File: src/rtl/ppc_pkg.sv
// ----------------------------------------------------------------------------
// ppc_pkg: shared types and constants of the polygon plane clipper
// Vertex store entry, side and status codes, register indexes, control states.
// ----------------------------------------------------------------------------
package ppc_pkg;

  localparam int MAX_VERTS = 32;

  // configuration register indexes
  localparam logic [2:0] REG_NORMAL_X   = 3'd0;
  localparam logic [2:0] REG_NORMAL_Y   = 3'd1;
  localparam logic [2:0] REG_NORMAL_Z   = 3'd2;
  localparam logic [2:0] REG_PLANE_DIST = 3'd3;
  localparam logic [2:0] REG_EPSILON    = 3'd4;

  // reset values: normal (0, 0, 1.0) in Q2.30, epsilon about 0.001 in Q16.16
  localparam logic [31:0] NORMAL_Z_RESET = 32'h4000_0000;
  localparam logic [15:0] EPSILON_RESET  = 16'd66;

  typedef enum logic [1:0] {
    SIDE_ON    = 2'd0,
    SIDE_FRONT = 2'd1,
    SIDE_BACK  = 2'd2
  } side_t;

  typedef enum logic [1:0] {
    STAT_CLIPPED   = 2'd0,
    STAT_UNCHANGED = 2'd1,
    STAT_REMOVED   = 2'd2,
    STAT_OVERFLOW  = 2'd3
  } clip_status_t;

  typedef struct packed {
    logic [31:0] x;
    logic [31:0] y;
    logic [31:0] z;
    logic [31:0] sdist;
    side_t       side;
  } vtx_entry_t;

  typedef enum logic [4:0] {
    S_IDLE,
    S_LD_X,
    S_LD_Y,
    S_LD_Z,
    S_LD_ACC,
    S_LD_WR,
    S_CLOSE,
    S_U_RD,
    S_U_EMIT,
    S_C_RD0,
    S_C_LD0,
    S_C_RDN,
    S_C_GOTN,
    S_C_KEEP,
    S_C_MUL,
    S_C_DIVGO,
    S_C_DIVW,
    S_C_EMI,
    S_C_ADV,
    S_STAT
  } ctl_state_t;

  typedef struct packed {
    logic start;
  } div_ctl_t;

  typedef struct packed {
    logic busy;
    logic done;
  } div_sts_t;

  // edge ends lie strictly on opposite sides
  function automatic logic is_cross(side_t a, side_t b);
    return ((a == SIDE_FRONT) && (b == SIDE_BACK)) ||
           ((a == SIDE_BACK) && (b == SIDE_FRONT));
  endfunction

endpackage

File: src/rtl/ppc_div.sv
// ----------------------------------------------------------------------------
// ppc_div: iterative unsigned divider
// Restoring division, one quotient bit per cycle; a start is taken only while idle.
// ----------------------------------------------------------------------------
module ppc_div #(
  parameter int DW = 64,
  parameter int VW = 33
) (
  input  logic               clk,
  input  logic               rst_n,
  input  ppc_pkg::div_ctl_t  ctl,
  input  logic [DW-1:0]      dividend,
  input  logic [VW-1:0]      divisor,
  output ppc_pkg::div_sts_t  sts,
  output logic [DW-1:0]      quotient
);

  localparam int CNTW = $clog2(DW);

  logic [CNTW-1:0] cnt_r;
  logic            busy_r;
  logic            done_r;
  logic [VW-1:0]   rem_r;
  logic [DW-1:0]   quo_r;
  logic [VW-1:0]   dsr_r;
  logic [VW:0]     trial;
  logic            take;

  // one restoring step
  assign trial = {rem_r, quo_r[DW-1]};
  assign take  = (trial >= {1'b0, dsr_r});

  always_ff @(posedge clk) begin
    if (!rst_n) begin
      busy_r <= 1'b0;
      done_r <= 1'b0;
      cnt_r  <= '0;
    end else begin
      done_r <= 1'b0;
      if (ctl.start && !busy_r) begin
        busy_r <= 1'b1;
        cnt_r  <= CNTW'(DW - 1);
        rem_r  <= '0;
        quo_r  <= dividend;
        dsr_r  <= divisor;
      end else if (busy_r) begin
        rem_r <= take ? VW'(trial - {1'b0, dsr_r}) : trial[VW-1:0];
        quo_r <= {quo_r[DW-2:0], take};
        cnt_r <= cnt_r - 1'b1;
        if (cnt_r == '0) begin
          busy_r <= 1'b0;
          done_r <= 1'b1;
        end
      end
    end
  end

  assign sts.busy = busy_r;
  assign sts.done = done_r;
  assign quotient = quo_r;

endmodule

File: config.mk
export PLATFORM = sky130hd
export DESIGN_NAME = ppc_div
export DESIGN_NICKNAME = d
export VERILOG_FILES = /design/src/rtl/ppc_pkg.sv /design/src/rtl/ppc_div.sv
export SDC_FILE = /design/constraint.sdc
export NUM_CORES = 1
export LEC_CHECK = 0
export BUFFER_PORTS_ARGS = -buffer_cell sky130_fd_sc_hd__buf_2
export CORE_AREA = 2 2 150 137
export CTS_CLUSTER_SIZE = 12
export DETAILED_ROUTE_END_ITERATION = 10
export DIE_AREA = 0 0 152 139
export GPL_ROUTABILITY_DRIVEN = 1
export GPL_TIMING_DRIVEN = 0
export PLACE_DENSITY_LB_ADDON = 0.12
export RECOVER_POWER = 100
export SYNTH_ARGS = -nofsm -noshare
export SYNTH_HDL_FRONTEND = slang
export SYNTH_SLANG_ARGS = --single-unit
export TNS_END_PERCENT = 5
File: constraint.sdc
create_clock -name clk -period 9.58 [get_ports clk]
set_input_delay 1.437 -clock clk [delete_from_list [all_inputs] [get_ports clk]]
set_output_delay 1.437 -clock clk [all_outputs]
set_load 0.02 [all_outputs]
---- Word-level counts from Yosys, hierarchy flattened ----
Index checks and enable logic that the tools add are counted.
word-level totals
  output and inout bits ................... 66
  bits in registers ....................... 138
  logic and storage cells ................. 28
operators by class
  bitwise gates (word level) .............. 2
  reductions and logical operators ........ 7
  $lt $le $gt $ge ......................... 1
  add/subtract/negate cells ............... 2
  multiplexer cells ....................... 10
operator list
  kind                                              number
  two-way mux 64 bit                                2
  two-way mux 33 bit                                2
  greater-or-equal comparator 34 x 33 -> 1 bit      1
  subtractor 33 bit                                 1
  two-way mux 6 bit                                 2
  zero test 6 bit                                   1
  subtractor 6 x 1 -> 6 bit, second input constant  1
  two-way mux 1 bit                                 4
  AND reduction 2 bit                               2
  OR reduction 3 bit                                1
  NOT 1 bit                                         2
  nonzero test 2 bit                                1
  logical AND 1 bit                                 1
  zero test 1 bit                                   1

---- Depth between registers and ports, before layout ----
  depth after elaboration ................. 4
  depth in mapped cells ................... 15
  depth with buffers taken out ............ 14

---- Worst setup path before layout ----
OpenSTA, ideal clock, no wires.
  kind .................................... input port to flip-flop
  from .................................... input rst_n
  to ...................................... register quo_r[0], in the netlist quotient[0] (enable)
  data arrival time ....................... 5594 ps
  setup slack ............................. 3433 ps
  cell stages on the path ................. 2
  buffers on the path ..................... 0
  cells stage by stage .................... inv_1 nor2_1
between the ends
  cells in the longest elaborated chain, start to end .. 1
RTL lines
  item                           line           RTL
  start, declared                ppc_div.sv:10  input logic rst_n,
  AND reduction 2 bit (no line)  -
  end signal, assigned           ppc_div.sv:44  quo_r <= dividend;
  end signal, assigned           ppc_div.sv:48  quo_r <= {quo_r[DW-2:0], take};
  end, declared                  ppc_div.sv:24  logic [DW-1:0] quo_r;
Every way passes these cells.
A chain may end at the register's enable or synchronous reset.

---- Worst setup path in the final report ----
  from .................................... input rst_n
  to ...................................... register quo_r[54], in the netlist quotient[54] (enable)
Same word-level chain as after synthesis.

==> reports/summary.log <==
qor: clock_network.postCtsSetupRepairBufs 0
qor: logic_synthesis.synth_cells 589
qor: critical_path.criticalPathCategory in -> reg
qor: critical_path.rr_startpoint quotient[63]$_DFFE_PP_
qor: die.die_footprint 21,100 um^2
qor: power_and_ir_drop.irDropWorstVdd 0.0966 mV
qor: timing.hold_slack 0.507 ns
qor: timing.relSlewSlack -27.6%
qor: timing.count_of_final_hold_check_violations 0
qor: logic_synthesis.mappedNetlistArea 7290 um^2
qor: placed_design.post-place-ws 5.58 ns
qor: power_and_ir_drop.leakage_power 0.00361 uW
qor: finish.number_of_nets_at_the_end_of_the_flow 914
qor: placed_design.dpl.cell_count 1,014
qor: timing.layout_worst_path_cycle_share 52.1%
qor: placed_design.port_buffers 165
qor: job.maxCapViolations 3
qor: clock_network.clkSlewWorstSetupHoldPaths 0.06 ns
qor: power_and_ir_drop.cell_internal_pwr 1240 uW
qor: clock_network.cts.sinks 138
qor: detailed_routing.route.final.wire_length 17,400 um
qor: timing.fmaxAchievable 0.200 GHz
qor: status.failing_checks capacitance limit, slew limit
qor: logic_synthesis.synth-async-reset-ratio 0%
qor: die.floorplan.die.height 139 um
qor: finish.fraction_of_layout_cells_with_a_size_suffix_above_1 25.7%
qor: timing.setup_violations 0
qor: finish.stdcell_count 1,048
qor: critical_path.cp_data_required_time 9.59 ns
qor: global_routing.grt_overflow_total 0
qor: timing.finalMaxSlewViolations 81
qor: global_routing.grt_antenna_before_repair 2
qor: global_routing.gr-usage-all-layers 16.8%
qor: die.number_of_placement_rows 49
qor: die.dieWidth 152 um
qor: logic_synthesis.post_synth.cell_area_avg 12.4 um^2
qor: critical_path.critical_path_source_type input pin
qor: clock_network.cts_resized 0
qor: die.initial_core_util 37.1%
qor: detailed_routing.number_of_vias_in_the_routed_layout 5,194
qor: global_routing.grt_pass1_wl 28,600 um
qor: finish.fillCellCount 1,891
qor: logic_synthesis.synth.net_count 725
qor: status.outcome finished, violations left
qor: power_and_ir_drop.cellPowerDensity 201 nW/um^2
qor: logic_synthesis.synthDistinctLibCells 50
qor: timing.transition_time_at_the_pin_with_the_least_slew_margin 1.91 ns
qor: logic_synthesis.synth_seq_area_share 55.7%
qor: detailed_routing.detail_route.first_pass.iterations 5
qor: die.ioPinCount 166
qor: clock_network.clock_path_buffers 2
qor: timing.final_period_minus_worst_setup_slack 5.00 ns
qor: clock_network.cts_tree built
qor: logic_synthesis.synth.yosys.warnings 0
qor: clock_network.tritoncts_buffers 17
qor: detailed_routing.drtIter0Drc 272
qor: finish.multiInputGateArea 2910 um^2
qor: die.placeableCoreArea 19,700 um^2
qor: detailed_routing.routedWlPerCell 16.6 um
qor: timing.worst_clock_skew 0.0102 ns
qor: timing.timing.setup.tns 0 ns
qor: timing.pnr_worst_setup_slack 4.58 ns
qor: detailed_routing.via_per_inst 4.96
qor: worst_hold_path.hold_path.class reg -> reg
qor: worst_hold_path.holdCritStartpoint cnt_r[5]$_SDFFE_PN0N_
qor: finish.fin_util 45.2%
qor: global_routing.maximum_number_of_pins_on_one_net_before_global_route_repair 36
qor: critical_path.setup.worst_path.start rst_n
qor: global_routing.first_global_vias 5,537
qor: power_and_ir_drop.sw_frac_of_total 30.6%
qor: power_and_ir_drop.switching_power 548 uW
qor: finish.areaGrowthSynthToFinish 21.9%
qor: logic_synthesis.number_of_synthesized_flops_with_an_enable_pin 130
qor: critical_path.crit_arrival 5.01 ns
qor: power_and_ir_drop.share_comb_of_total_power 22.3%
qor: timing.rsz0062_at_grt false
qor: clock_network.cts_max_level 4
qor: clock_network.cts-hold-fix-buffers 0
qor: finish.regArea 4060 um^2
qor: logic_synthesis.synth-main-ff-cell sky130_fd_sc_hd__edfxtp_1
qor: placed_design.globalplace.congestion 0.817
qor: logic_synthesis.synth-seq-cells 138
qor: critical_path.critical_path.max_fanout 30
qor: finish.final_cell_mix sky130_fd_sc_hd__edfxtp_1, sky130_fd_sc_hd__buf_2, sky130_fd_sc_hd__clkbuf_1, sky130_fd_sc_hd__mux2_2, sky130_fd_sc_hd__inv_1
qor: detailed_routing.drc 0
qor: finish.final_common_cell sky130_fd_sc_hd__edfxtp_1
qor: clock_network.ctsRootBufferMaster sky130_fd_sc_hd__clkbuf_16
qor: detailed_routing.drt.antenna.violating_nets 0
qor: power_and_ir_drop.sequentialPowerShare 42.4%
qor: critical_path.worst_setup_path_end_kind register
qor: power_and_ir_drop.share_clk_of_total_power 35.3%
qor: clock_network.clkLatencyLatePin 0.42 ns
qor: placed_design.post-dp-hpwl 13,000 um
final cells by class:
type	instances	share of cell area, %
timing repair buffer	170	8.54
clock inverter	15	1.44
multi-input combinational	378	32.7
buffer	21	0.999
antenna	2	0.0563
clock buffer	17	4.79
inverter	52	2.20
sequential	138	45.7
tap	255	3.59
kinds of logic after synthesis:
| group | after synthesis | share of synthesized area [%] |
|---|---|---|
| flip-flops | 138 | 55.7 |
| AND/OR/NAND/NOR | 118 | 7.64 |
| AO/OA/AOI/OAI | 113 | 10.6 |
| multiplexers | 82 | 12.4 |
| buffers and inverters | 73 | 3.95 |
| adder cells (fa/ha/maj) | 36 | 6.28 |
| XOR/XNOR | 29 | 3.48 |
worst max-delay path, cell delays in order:
cell and delay [ns]:
sky130_fd_sc_hd__clkbuf_1 0.13, sky130_fd_sc_hd__inv_1 0.16, sky130_fd_sc_hd__nor2_1 0.82, sky130_fd_sc_hd__clkbuf_1 1.10
sky130_fd_sc_hd__clkbuf_1 1.32
through the flow:
stage	total power [uW]	cell area [um^2]
final	1790	8890
after global routing	1890	8880
after CTS	1820	9080
after detailed placement	1180	8520
after global placement	1180	8440
after floorplan	1070	7290
metal layers:
metal,share of wire [%],wire length (um),track usage (%)
met1,45,7820,21.4
met2,45,7900,26.2
met3,8.5,1480,7.66
met4,1.2,206,4.18
met5,0.15,27,0
power by group through the flow:
| stage | registers (uW) | clock network (uW) | logic (uW) |
|---|---|---|---|
| final | 758 | 632 | 399 |
| after global routing | 765 | 679 | 448 |
| after CTS | 757 | 648 | 417 |
| after detailed placement | 768 | 0 | 416 |
| after global placement | 775 | 0 | 402 |
| after floorplan | 792 | 0 | 277 |
final timing paths:
| kind | cells after the start | end | slack [ns] |
|---|---|---|---|
| worst min register to register | 1 | cnt_r[5]$_SDFFE_PN0N_ | 0.51 |
| worst max-delay path | 5 | quotient[54]$_DFFE_PP_ | 4.58 |
| worst min-delay path | 1 | cnt_r[5]$_SDFFE_PN0N_ | 0.51 |
| worst max register to register | 15 | rem_r[14]$_SDFFCE_PP0P_ | 4.80 |
registers in the layout, summed over array words and instances, names as in the netlist:
| register | cells |
|---|---|
| quotient | 64 |
| dsr_r | 33 |
| rem_r | 33 |
| cnt_r | 6 |
| busy_r | 1 |
| done_r | 1 |
Yosys cell counts, types with 2 or more instances:
cell | instances | share of area, %
sky130_fd_sc_hd__nor2_1 | 44 | 2.3
sky130_fd_sc_hd__and3_1 | 4 | 0.34
sky130_fd_sc_hd__xnor2_1 | 19 | 2.3
sky130_fd_sc_hd__nand2_1 | 22 | 1.1
sky130_fd_sc_hd__buf_2 | 4 | 0.27
sky130_fd_sc_hd__o21ai_0 | 13 | 0.89
sky130_fd_sc_hd__inv_1 | 52 | 2.7
sky130_fd_sc_hd__a311oi_1 | 2 | 0.24
sky130_fd_sc_hd__a31o_2 | 3 | 0.36
sky130_fd_sc_hd__nor3_1 | 12 | 0.82
sky130_fd_sc_hd__nand4_1 | 7 | 0.60
sky130_fd_sc_hd__buf_4 | 2 | 0.21
sky130_fd_sc_hd__a21oi_1 | 40 | 2.7
sky130_fd_sc_hd__dfxtp_1 | 8 | 2.2
sky130_fd_sc_hd__or3_1 | 2 | 0.17
sky130_fd_sc_hd__clkbuf_1 | 14 | 0.72
sky130_fd_sc_hd__a21o_1 | 13 | 1.3
sky130_fd_sc_hd__a211oi_1 | 16 | 1.6
sky130_fd_sc_hd__nor4bb_1 | 2 | 0.27
sky130_fd_sc_hd__a31oi_1 | 6 | 0.51
sky130_fd_sc_hd__edfxtp_1 | 130 | 54
sky130_fd_sc_hd__o21bai_1 | 5 | 0.51
sky130_fd_sc_hd__a41o_1 | 2 | 0.27
sky130_fd_sc_hd__ha_1 | 35 | 6.0
sky130_fd_sc_hd__mux2_2 | 65 | 10
sky130_fd_sc_hd__and2_1 | 3 | 0.26
sky130_fd_sc_hd__mux2i_1 | 17 | 2.3
sky130_fd_sc_hd__nand3_1 | 13 | 0.89
sky130_fd_sc_hd__xor2_1 | 10 | 1.2
sky130_fd_sc_hd__nand2b_1 | 4 | 0.34
Note: power is estimated with default switching activity, not from simulation.
